File: src/rtl/amd_pkg.sv
// ----------------------------------------------------------------------------
// amd_pkg
// Shared constants, command codes and types of the affine decomposer.
// ----------------------------------------------------------------------------
package amd_pkg;

   localparam int FRAC_BITS_DEF    = 16;
   localparam int CORDIC_STEPS_DEF = 16;
   localparam int UNIT_BITS        = 30;
   localparam int STEP_W           = 5;
   localparam int SQRT_STEPS       = 32;
   localparam int DIV_STEPS        = 31;
   localparam int ANG_W            = 19;

   localparam logic signed [34:0] PI_Q30 = 35'sd3373259426;

   localparam logic [3:0] OP_NONE      = 4'd0;
   localparam logic [3:0] OP_LOAD_ROW  = 4'd1;
   localparam logic [3:0] OP_LOAD_T    = 4'd2;
   localparam logic [3:0] OP_MAC       = 4'd3;
   localparam logic [3:0] OP_SQ_INIT   = 4'd4;
   localparam logic [3:0] OP_SQ_STEP   = 4'd5;
   localparam logic [3:0] OP_SQ_END    = 4'd6;
   localparam logic [3:0] OP_DIV_INIT  = 4'd7;
   localparam logic [3:0] OP_DIV_STEP  = 4'd8;
   localparam logic [3:0] OP_DIV_END   = 4'd9;
   localparam logic [3:0] OP_COR_INIT  = 4'd10;
   localparam logic [3:0] OP_COR_STEP  = 4'd11;
   localparam logic [3:0] OP_COR_END   = 4'd12;
   localparam logic [3:0] OP_OUT_LOAD  = 4'd13;

   localparam logic [1:0] ANG_Y = 2'd0;
   localparam logic [1:0] ANG_X = 2'd1;
   localparam logic [1:0] ANG_Z = 2'd2;

   typedef struct packed {
      logic [3:0]        op;
      logic [1:0]        row;
      logic [1:0]        col;
      logic [STEP_W-1:0] step;
      logic [1:0]        ang;
      logic              ysq;
      logic              fail;
   } cmd_type;

   typedef struct packed {
      logic in_last;
      logic in_zero;
      logic out_free;
   } stat_type;

   // truncated atan(2^-i) in Q30
   function automatic logic [29:0] atan_entry(input logic [STEP_W-1:0] i);
      logic [29:0] v;
      case (i)
         5'd0:  v = 30'd843314856;
         5'd1:  v = 30'd497837829;
         5'd2:  v = 30'd263043836;
         5'd3:  v = 30'd133525158;
         5'd4:  v = 30'd67021686;
         5'd5:  v = 30'd33543515;
         5'd6:  v = 30'd16775850;
         5'd7:  v = 30'd8388437;
         5'd8:  v = 30'd4194282;
         5'd9:  v = 30'd2097149;
         5'd10: v = 30'd1048575;
         5'd11: v = 30'd524287;
         5'd12: v = 30'd262143;
         5'd13: v = 30'd131071;
         5'd14: v = 30'd65535;
         5'd15: v = 30'd32767;
         5'd16: v = 30'd16383;
         5'd17: v = 30'd8191;
         5'd18: v = 30'd4095;
         5'd19: v = 30'd2047;
         5'd20: v = 30'd1023;
         5'd21: v = 30'd511;
         5'd22: v = 30'd255;
         5'd23: v = 30'd127;
         5'd24: v = 30'd63;
         5'd25: v = 30'd31;
         5'd26: v = 30'd15;
         5'd27: v = 30'd7;
         5'd28: v = 30'd3;
         5'd29: v = 30'd1;
         default: v = 30'd0;
      endcase
      return v;
   endfunction

endpackage

File: src/rtl/amd_ctrl.sv
// ----------------------------------------------------------------------------
// amd_ctrl
// Sequencer: issues one datapath command per cycle.
// ----------------------------------------------------------------------------
module amd_ctrl #(
   parameter int CORDIC_STEPS = amd_pkg::CORDIC_STEPS_DEF
) (
   input  logic               clock,
   input  logic               reset,
   input  logic               req_tvalid,
   output logic               req_tready,
   input  amd_pkg::stat_type  stat,
   output amd_pkg::cmd_type   cmd
);

   localparam logic [3:0] S_IDLE = 4'd0;
   localparam logic [3:0] S_MAC  = 4'd1;
   localparam logic [3:0] S_SQI  = 4'd2;
   localparam logic [3:0] S_SQS  = 4'd3;
   localparam logic [3:0] S_SQE  = 4'd4;
   localparam logic [3:0] S_DVI  = 4'd5;
   localparam logic [3:0] S_DVS  = 4'd6;
   localparam logic [3:0] S_DVE  = 4'd7;
   localparam logic [3:0] S_CRI  = 4'd8;
   localparam logic [3:0] S_CRS  = 4'd9;
   localparam logic [3:0] S_CRE  = 4'd10;
   localparam logic [3:0] S_OUT  = 4'd11;

   localparam logic [amd_pkg::STEP_W-1:0] SQ_LAST  = amd_pkg::STEP_W'(amd_pkg::SQRT_STEPS - 1);
   localparam logic [amd_pkg::STEP_W-1:0] DIV_LAST = amd_pkg::STEP_W'(amd_pkg::DIV_STEPS - 1);
   localparam logic [amd_pkg::STEP_W-1:0] COR_LAST = amd_pkg::STEP_W'(CORDIC_STEPS - 1);

   logic [3:0]                 state_ff, state_in;
   logic [1:0]                 row_ff, row_in;
   logic [1:0]                 col_ff, col_in;
   logic [amd_pkg::STEP_W-1:0] step_ff, step_in;
   logic [1:0]                 ang_ff, ang_in;
   logic                       ysq_ff, ysq_in;
   logic                       fail_ff, fail_in;

   assign req_tready = (state_ff == S_IDLE);

   always_comb begin
      state_in = state_ff;
      row_in   = row_ff;
      col_in   = col_ff;
      step_in  = step_ff;
      ang_in   = ang_ff;
      ysq_in   = ysq_ff;
      fail_in  = fail_ff;
      cmd.op   = amd_pkg::OP_NONE;
      case (state_ff)
         S_IDLE: begin
            if (req_tvalid) begin
               if (stat.in_last) begin
                  cmd.op  = amd_pkg::OP_LOAD_T;
                  fail_in = stat.in_zero;
                  row_in  = 2'd0;
                  col_in  = 2'd0;
                  ysq_in  = 1'b0;
                  state_in = stat.in_zero ? S_OUT : S_MAC;
               end else begin
                  cmd.op = amd_pkg::OP_LOAD_ROW;
               end
            end
         end
         S_MAC: begin
            cmd.op = amd_pkg::OP_MAC;
            if (col_ff == 2'd2) begin
               col_in   = 2'd0;
               state_in = S_SQI;
            end else begin
               col_in = col_ff + 2'd1;
            end
         end
         S_SQI: begin
            cmd.op   = amd_pkg::OP_SQ_INIT;
            step_in  = '0;
            state_in = S_SQS;
         end
         S_SQS: begin
            cmd.op = amd_pkg::OP_SQ_STEP;
            if (step_ff == SQ_LAST) state_in = S_SQE;
            else step_in = step_ff + 1'b1;
         end
         S_SQE: begin
            cmd.op = amd_pkg::OP_SQ_END;
            if (ysq_ff) begin
               ang_in   = amd_pkg::ANG_Y;
               state_in = S_CRI;
            end else begin
               col_in   = 2'd0;
               state_in = S_DVI;
            end
         end
         S_DVI: begin
            cmd.op   = amd_pkg::OP_DIV_INIT;
            step_in  = '0;
            state_in = S_DVS;
         end
         S_DVS: begin
            cmd.op = amd_pkg::OP_DIV_STEP;
            if (step_ff == DIV_LAST) state_in = S_DVE;
            else step_in = step_ff + 1'b1;
         end
         S_DVE: begin
            cmd.op = amd_pkg::OP_DIV_END;
            if (col_ff == 2'd2) begin
               col_in = 2'd0;
               if (row_ff == 2'd2) begin
                  ysq_in   = 1'b1;
                  state_in = S_SQI;
               end else begin
                  row_in   = row_ff + 2'd1;
                  state_in = S_MAC;
               end
            end else begin
               col_in   = col_ff + 2'd1;
               state_in = S_DVI;
            end
         end
         S_CRI: begin
            cmd.op   = amd_pkg::OP_COR_INIT;
            step_in  = '0;
            state_in = S_CRS;
         end
         S_CRS: begin
            cmd.op = amd_pkg::OP_COR_STEP;
            if (step_ff == COR_LAST) state_in = S_CRE;
            else step_in = step_ff + 1'b1;
         end
         S_CRE: begin
            cmd.op = amd_pkg::OP_COR_END;
            if (ang_ff == amd_pkg::ANG_Z) state_in = S_OUT;
            else begin
               ang_in   = ang_ff + 2'd1;
               state_in = S_CRI;
            end
         end
         S_OUT: begin
            if (stat.out_free) begin
               cmd.op   = amd_pkg::OP_OUT_LOAD;
               state_in = S_IDLE;
            end
         end
         default: state_in = S_IDLE;
      endcase
      cmd.row  = row_ff;
      cmd.col  = col_ff;
      cmd.step = step_ff;
      cmd.ang  = ang_ff;
      cmd.ysq  = ysq_ff;
      cmd.fail = fail_ff;
   end

   always_ff @(posedge clock) begin
      if (reset) begin
         state_ff <= S_IDLE;
         row_ff   <= '0;
         col_ff   <= '0;
         step_ff  <= '0;
         ang_ff   <= '0;
         ysq_ff   <= 1'b0;
         fail_ff  <= 1'b0;
      end else begin
         state_ff <= state_in;
         row_ff   <= row_in;
         col_ff   <= col_in;
         step_ff  <= step_in;
         ang_ff   <= ang_in;
         ysq_ff   <= ysq_in;
         fail_ff  <= fail_in;
      end
   end

endmodule

File: config.mk
export PLATFORM = sky130hd
export DESIGN_NAME = amd_ctrl
export DESIGN_NICKNAME = d
export VERILOG_FILES = /design/src/rtl/amd_pkg.sv /design/src/rtl/amd_ctrl.sv
export SDC_FILE = /design/constraint.sdc
export NUM_CORES = 1
export LEC_CHECK = 0
export CELL_PAD_IN_SITES_DETAIL_PLACEMENT = 0
export CELL_PAD_IN_SITES_GLOBAL_PLACEMENT = 2
export CORE_MARGIN = 2
export CORE_UTILIZATION = 38
export CTS_BUF_LIST = sky130_fd_sc_hd__clkbuf_16
export CTS_CLUSTER_DIAMETER = 50
export DETAILED_ROUTE_END_ITERATION = 6
export DONT_BUFFER_PORTS = 1
export PLACE_DENSITY = 0.82
export SYNTH_ARGS = -nofsm -noshare
export SYNTH_HDL_FRONTEND = slang
export SYNTH_SLANG_ARGS = --single-unit
File: constraint.sdc
create_clock -name clock -period 2.7 [get_ports clock]
set_input_delay 0.27 -clock clock [delete_from_list [all_inputs] [get_ports clock]]
set_output_delay 0.27 -clock clock [all_outputs]
set_load 0.03 [all_outputs]
# --- Word level (Yosys, flattened, before mapping) ---
# Cells that the tools add are included.
classes:
  add_sub_neg: 4
  n_eq_ne: 33
  muxes: 37
  reduce_logical: 14
op_table:
  columns: ["cell", "count"]
  rows:
  - ["case mux 4 bit (12 select lines)", 2]
  - ["2-to-1 mux 4 bit", 11]
  - ["inequality test 2 bit, second input constant", 15]
  - ["2-to-1 mux 2 bit", 12]
  - ["case mux 5 bit (4 select lines)", 1]
  - ["equality test 4 x 3 -> 1 bit, second input constant", 4]
  - ["equality test 4 bit, second input constant", 4]
  - ["2-to-1 mux 5 bit", 3]
  - ["equality test 5 bit, second input constant", 2]
  - ["AND reduction 5 bit", 2]
  - ["equality test 4 x 2 -> 1 bit, second input constant", 2]
  - ["case mux 2 bit (2 select lines)", 2]
  - ["AND reduction 4 bit", 2]
  - ["AND reduction 7 bit", 1]
  - ["adder 2 x 1 -> 2 bit, second input constant", 3]
  - ["equality test 2 bit, second input constant", 3]
  - ["case mux 2 bit (3 select lines)", 1]
  - ["AND reduction 3 bit", 2]
  - ["adder 5 x 1 -> 5 bit, second input constant", 1]
  - ["equality test 5 x 4 -> 1 bit, second input constant", 1]
  - ["equality test 4 x 1 -> 1 bit, second input constant", 1]
  - ["logical NOT 4 bit", 1]
  - ["2-to-1 mux 1 bit", 4]
  - ["nonzero test 2 bit", 2]
  - ["other kinds (6)", 6]
totals:
  register_bits: 17
  input_bits: 6
  out_inout_bits: 18
  word_cells: 95

# --- Longest topological paths before layout ---
# Gate-level depths: netlist of the first run.
logic_depth:
  word_depth: 4
  mapped_depth: 8
  depth_no_buf: 8

# --- Least setup slack after synthesis of the first run ---
# OpenSTA, ideal clock, no wires.
synth_timing:
  path_kind: "reg2reg"
  from: "register state_ff[0]"
  to: "register row_ff[0]"
  setup_ps: 128
  t_arrival_ps: 2211
  t_required_ps: 2572
  setup_slack_ps: 362
  path_stages_with_launch: 7
  path_buffers: 1
  period_less_slack_ps: 2338
  path_cell_list: "dfxtp_1 > buf_2 > nor4_1 > nand3_1 > nand2_1 > mux2_2 > nor2_1"
synth_via:
  elab_chain_cells: 3
  word_cells_on_any_way: 9
  cone_classes: "eq/ne: 5; mux: 1; reduce/logical: 3"
synth_rtl:
  columns: ["item", "line_no", "text"]
  rows:
  - ["start, declared", "amd_ctrl.sv:33", "logic [3:0] state_ff, state_in;"]
  - ["start signal, assigned", "amd_ctrl.sv:166", "state_ff <= state_in;"]
  - ["logical NOT 4 bit *", null, null]
  - ["via req_tready", "amd_ctrl.sv:11", "output logic req_tready,"]
  - ["inequality test 2 x 1 -> 1 bit (no source line), or another cell as far along", null, null]
  - ["AND reduction 5 bit (no source line)", null, null]
  - ["end signal, assigned", "amd_ctrl.sv:167", "row_ff <= row_in;"]
  - ["end, declared", "amd_ctrl.sv:34", "logic [1:0] row_ff, row_in;"]
# Mark *: on every way through the listed nets, which the timed path passes. The rest lies on a longest branch.
# A chain may end at the register's enable or synchronous reset.

# --- Worst setup path in the final report of the first run ---
layout_timing:
  from: "register state_ff[1]"
  to: "register row_ff[0]"
# Same word-level chain as after synthesis.

==> results of run 1 <==
[cell type report]
| type | count | area share [%] |
|---|---|---|
| clock buffer | 3 | 5.500 |
| clock inverter | 1 | 0.2750 |
| inverter | 14 | 3.850 |
| multi-input combinational | 120 | 56.46 |
| sequential | 17 | 24.93 |
| tap | 44 | 4.033 |
| timing repair buffer | 9 | 4.950 |
[worst reg2reg max path: cells and delay by family, from the launching register on]
kind                   cells  cell delay [ns]
DFF                        1             0.46
and+or+nand+nor            4             1.28
buffers and inverters      1             0.25
muxes                      1             0.15
[cells by family after synthesis]
| kind of cell | Yosys count |
|---|---|
| compound gates | 43 |
| xor+xnor | 1 |
| fa+ha+maj | 6 |
| buf+inv | 26 |
| flops | 17 |
| mux | 7 |
| simple gates | 63 |
[worst max-delay path by stage]
stage                            from        end  cells past startpoint
after floorplan           state_ff[0]  row_ff[0]                      6
after global placement    state_ff[1]  row_ff[0]                      6
after detailed placement  state_ff[1]  row_ff[1]                      6
after CTS                 state_ff[1]  row_ff[1]                      6
after global routing      state_ff[1]  row_ff[0]                      6
final                     state_ff[1]  row_ff[0]                      6
[cells in the mapped netlist (all sizes together), types with 3 or more instances]
library cell and n:
a21oi 10, a311oi 4, a31oi 3, buf 10
dfxtp 17, ha 6, inv 14, mux2i 5
nand2 16, nand2b 3, nand3 7, nor2 18
nor2b 4, nor3 5, o21ai 8, o32ai 3
[state kept, by name, summed over array words and instances (netlist names)]
register / flops
step_ff: 5
state_ff: 4
ang_ff: 2
col_ff: 2
row_ff: 2
fail_ff: 1
ysq_ff: 1
[through the flow]
stage / setup WS [ns] / util [%] / area (sq um) / power (W) / hold slack [ns]
2_1_floorplan: 0.3617 / - / 1230 / 0.0009962 / 0.4139
5_1_grt: 0.2985 / 44.35 / 1365 / 0.001568 / 0.07833
3_5_place_dp: 0.4557 / 41.79 / 1286 / 0.001156 / 0.3455
6_report: 0.4736 / 44.35 / 1365 / 0.001456 / 0.08157
3_3_place_gp: 0.5191 / 41.79 / 1286 / 0.001156 / 0.3435
4_1_cts: 0.4334 / 44.35 / 1365 / 0.001466 / 0.07849
[power by group through the flow]
stage,clock network [W],logic (W),registers (W)
floorplan,0,0.000627,0.000369
global placement,0,0.000724,0.000432
detailed placement,0,0.000725,0.000430
CTS,0.000312,0.000730,0.000425
global route,0.000322,0.000806,0.000441
finish,0.000299,0.000729,0.000428
[routing by layer]
metal / wire length [um] / up-vias
met1: 1457 / 556
met3: 186 / 5
met4: 41 / 0
li1: - / 588
met2: 1380 / 31
met5: 0 / -
==> run metrics, run 1 <==
total track usage a little under a fifth; setup tns final 0 ns; arrival time worst endpoint between 2 and 2.5 ns; startpoint types flop; FF+latch area between 300 and 400 sq um; PwrDens between 1000 and 1500 mW/mm^2; GRT met1 Usage a little over a quarter; reg2reg start state_ff[1]; Logic pwr share roughly half; switching part of the total power approximately 47%; H-tree levels 1; Cell Chain, Critical Path buf_4, nor4_2, nand3_1, nand2_1, mux2_2, nor2_1; Setup Crit Path Kind flop to flop; XOR/XNOR Fraction of Synth Area 0.7121%; Slew Viols, Final 0; min cycle time layout 2.226 ns; die area around 0.0037 sq mm; initial core utilization 39.96%; reg2reg end row_ff[0]; placed cells between 200 and 250; clock share of power 20.5%; Syn Area/Cell ~7.5 sq um; clock slew at reported path FFs roughly 0.050 ns; CP Capture Type flop; Max FO, Critical Path 15; Clock Tree Buf Depth 2; EDFF count, synth 0; number of global-route vias before repair approximately 1100; Multi-input gate area 770.7 sq um; final hold violations 0; Area Growth Syn to Fin 10.99%; Synth Cell Area ~0.0012 sq mm; DRC viols 0; clock root buffer clkbuf_16; Worst IR Drop VDD 0.4868 mV; initial antenna violation count 0; Num CTS Buffers 3; period utilization slightly above 80%; Int Pwr just under 0.0008 W; final setup violation count 0; Initial DRC Count 63; IO Pins 24; M3 GR Usage 4.051%; Vias 1180; via density per instance 5.673; main combinational cell family by area after synthesis simple AND/OR/NAND/NOR gates; post-synthesis sequential area ratio 27.67%; Die Height about 61 um; worst reg2reg path depth 6; Slew headroom between 30% and 40%; P_leak around 0.52 nW; Synth top area share 27.67%; Synth Instances approximately 160; Synth Area in Compound Gates approximately 25%; Synth async-reset ratio 0%; I/O Buffers 0; Synth Area in Simple Gates about 25%; # rows 20; Sw Pwr between 0.0006 and 0.0007 W; leading area contributor after synthesis dfxtp_1; mux contribution to synthesized area under 10%; Synth Area in Adders slightly above 6%; M2 GR Usage between 20% and 30%; Yosys reg bits 17; syn_nets roughly 180; CP peak stage delay ~0.8 ns; sequential power share between 20 and 30%; total of max-cap violations 0; post_cts resized 0; first-pass GRT wire length ~4900 um; Post-CTS Setup Inserts 0; TritonCTS clock tree yes; drt wl/cell 14.74 um; RSZ-0062 raised after global routing no; status finished, final reports clean; DP HPWL roughly 2300 um; remaining global-route overflow 0; CP top delay family simple AND/OR/NAND/NOR gates; core area around 0.0031 sq mm; Final Skew 0.001640 ns; synth unique cells 45; Final #Nets ~180; CP max-delay cell nor4_2; fmax roughly 450 MHz; FILL cells around 340; WHS Endpoint step_ff[1]; hold_buf cts 0; Hold Crit Class primary input to flop; maximum number of pins on one net before global-route repair 22; Post-Layout Cell Count about 210; R2R Setup Slk ~0.47 ns; antenna-violating nets left 0; most used routing layer met1; Clock Sinks 17; layout cell share with drive strength beyond 1 12.20%; final wirelength 3065 um; Worst Max-Slew Pin Slew 0.9500 ns; ANT cells 0; ys flop type dfxtp_1; width of the die 60.89 um; Final GP Congestion between 0.8 and 0.9; hold depth 1; synthesis warning total 0; commonest non-fill, non-tap cell in the layout nor2_1; Synth area leaders dfxtp_1 28%, ha_1 6.1%, nor2_1 5.5%; first drt pass iteration count 5; critical path buffer and inverter count 1; Data required, critical path approximately 2.9 ns; Worst-Skew Late Latency between 0.2 and 0.3 ns; commonest cells after routing, fill and taps aside 18 x nor2_1, 17 x dfxtp_1, 16 x nand2_1, 15 x inv_1, 10 x a21oi_1; Hold Startpoint reset
No activity file was read; power rests on OpenSTA's default activity.
==> run 2, diff against run 1 <==
--- a/config.mk
+++ b/config.mk
@@ -8,12 +8,12 @@
 export CELL_PAD_IN_SITES_DETAIL_PLACEMENT = 0
 export CELL_PAD_IN_SITES_GLOBAL_PLACEMENT = 2
 export CORE_MARGIN = 2
-export CORE_UTILIZATION = 38
+export CORE_UTILIZATION = 31
 export CTS_BUF_LIST = sky130_fd_sc_hd__clkbuf_16
 export CTS_CLUSTER_DIAMETER = 50
 export DETAILED_ROUTE_END_ITERATION = 6
 export DONT_BUFFER_PORTS = 1
-export PLACE_DENSITY = 0.82
+export PLACE_DENSITY = 0.72
 export SYNTH_ARGS = -nofsm -noshare
 export SYNTH_HDL_FRONTEND = slang
 export SYNTH_SLANG_ARGS = --single-unit
==> constraint.sdc (replaced) <==
create_clock -name clock -period 1.8 [get_ports clock]
set_input_delay 0.18 -clock clock [delete_from_list [all_inputs] [get_ports clock]]
set_output_delay 0.18 -clock clock [all_outputs]
set_load 0.03 [all_outputs]
==> run metrics, run 2 (synthesis gave the netlist of run 1 again) <==
status complete, but fails checks; failing checks negative hold slack, negative setup slack; total track usage 17.50% (-0.60 points); Hold Crit Class primary input to flop; arrival time worst endpoint 1.99 ns (-0.39 ns); CP peak stage delay 0.36 ns (-0.42 ns); number of flip-flops in the largest register 5 (unchanged); Vias 1310 (+11%); Final GP Congestion 0.8730 (+7.4%); sequential power share 21.4% (-8.0 points); remaining global-route overflow 0 (unchanged); I/O Buffers 0 (unchanged); layout cell share with drive strength beyond 1 37.82% (+26 points); Worst Max-Slew Pin Slew 0.4436 ns (-0.5064 ns); period utilization 101.9% (+19 points); P_leak 0.6837 nW (+31%); worst hold margin -0.01005 ns (-0.09163 ns); Area Growth Syn to Fin 40.28%; Largest regs step_ff: 5 flops, state_ff: 4 flops; Sw Pwr 0.001207 W (+76%); Logic pwr share 61.7% (+12 points); Setup Crit Path Kind flop to flop; # rows 22 (+10%); metal3 WL 135 um (-27%); drt wl/cell 15.29 um (+3.8%); Largest Register step_ff; initial antenna violation count 0 (unchanged); H-tree levels 1 (unchanged); switching part of the total power 45.08% (-2.2 points); Die Height 66.99 um (+10%); Num CTS Buffers 3 (unchanged); Worst IR Drop VDD 0.6434 mV (+32%); met2 WL 1782 um (+29%); number of global-route vias before repair 1280 (+21%); ANT cells 0 (unchanged); Worst-Skew Late Latency 0.25 ns (about the same); Data required, critical path 1.95 ns (-0.90 ns); CP top delay family simple AND/OR/NAND/NOR gates; total of max-cap violations 0 (unchanged); die area 0.004488 sq mm (+21%); min cycle time layout 1.834 ns (-0.3920 ns); TritonCTS clock tree yes; CP Capture Type flop; width of the die 66.99 um (+10%); DP HPWL 2740 um (+19%); RSZ-0062 raised after global routing yes; IO Pins 24 (unchanged); total chip power 0.002678 W (+84%); clock share of power 16.9% (-3.6 points); Max FO, Critical Path 6 (-9); Initial DRC Count 45 (-29%); first-pass GRT wire length 5940 um (+21%); fmax 545.1 MHz (+21%); Clock Sinks 17 (unchanged); core area 0.003744 sq mm (+22%); clock root buffer clkbuf_16; final wirelength 3685 um (+20%); commonest non-fill, non-tap cell in the layout buf_4; startpoint types flop; maximum number of pins on one net before global-route repair 19 (-14%); antenna-violating nets left 0 (unchanged); Clock Tree Buf Depth 2 (unchanged); Final Skew 0.001492 ns (-0.0001485 ns); max layer used met4; critical path buffer and inverter count 0 (-1); final setup violation count 3 (+3); FILL cells 402 (+20%); Cell Chain, Critical Path ha_4, and3_4, ha_4, nand2_2, a222oi_1, o21ai_2, or3_1, o31ai_1; via density per instance 5.436 (-4.2%); Int Pwr 0.001471 W (+91%); Final #Nets 206 (+16%); CP max-delay cell dfxtp_4; DRC viols 0 (unchanged); CP most frequent cell ha_4; final hold violations 8 (+8); setup tns final -0.04470 ns (-0.04470 ns); clock slew at reported path FFs 0.05 ns (about the same); first drt pass iteration count 4 (-1); Slew Viols, Final 0 (unchanged); initial core utilization 32.85% (-7.1 points); Slew headroom 70.15% (+34 points); final worst slack -0.03444 ns (-0.5080 ns); PwrDens 1552 mW/mm^2 (+46%); M1 WL 1751 um (+20%); commonest cells after routing, fill and taps aside 36 x buf_4, 17 x nor2_1, 15 x inv_1, 13 x nand2_1
-- run 2: changes by cell type in the layout (fill, tap and decap cells not counted), sizes merged --
cell,delta
buf,+29
-- run 2: power by group through the flow --
stage	registers [W]	logic [W]	clock network, W
finish	0.000573	0.00165	0.000452
global route	0.000583	0.00179	0.000476
CTS	0.000571	0.00152	0.000459
detailed placement	0.000572	0.00148	0
global placement	0.000570	0.00146	0
floorplan	0.000568	0.000997	0
-- run 2: per-stage QoR --
| step | utilization, % | setup slack [ns] | instances | hold WS, ns | cell area (sq um) |
|---|---|---|---|---|---|
| finish | 46.09 | -0.03444 | 241 | -0.01005 | 1725 |
| global route | 46.09 | -0.1222 | 241 | -0.01563 | 1725 |
| CTS | 44.05 | -0.03929 | 238 | -0.01790 | 1649 |
| detailed placement | 41.34 | -0.07614 | 233 | 0.2488 | 1548 |
| global placement | 41.34 | -0.01325 | 233 | 0.2452 | 1548 |
| floorplan | - | -0.05501 | 163 | 0.3239 | 1292 |
-- run 2: per-layer routing --
metal,GRT usage [%],vias up
met4,3.827,0
li1,-,646
met3,2.872,2
met2,28.75,27
met1,23.93,635
met5,0,-
-- run 2: area by class of cell --
| cell class | count | area (sq um) | area share, % |
|---|---|---|---|
| Clock buffer | 3 | 75.07 | 4.351 |
| Sequential cell | 17 | 354.1 | 20.52 |
| Clock inverter | 1 | 3.754 | 0.2175 |
| Multi-Input combinational cell | 120 | 878.3 | 50.91 |
| Tap cell | 48 | 60.06 | 3.481 |
| Timing Repair Buffer | 38 | 301.5 | 17.48 |
| Inverter | 14 | 52.55 | 3.046 |
-- run 2: repair_timing --
item / CTS / global route
buffers inserted: 1 / 3
gates resized for setup: 5 / 14
endpoints found under the setup margin: 9 / 11
endpoints found under the hold margin: 11 / 11
pin swaps: 2 / 5
-- run 2: worst paths after layout --
kind | slack (ns) | from | end | cells past startpoint
max | -0.03 | step_ff[0] | step_ff[0] | 8
min reg2reg | 0.56 | ysq_ff | ysq_ff | 2
max reg2reg | -0.03 | step_ff[0] | step_ff[0] | 8
min | -0.01 | reset | step_ff[1] | 1
-- run 2: worst reg2reg max path, stage by stage (launching register included) --
cell	delay, ns
dfxtp_4	0.36
ha_4	0.13
and3_4	0.20
ha_4	0.14
nand2_2	0.05
a222oi_1	0.32
o21ai_2	0.15
or3_1	0.33
o31ai_1	0.07
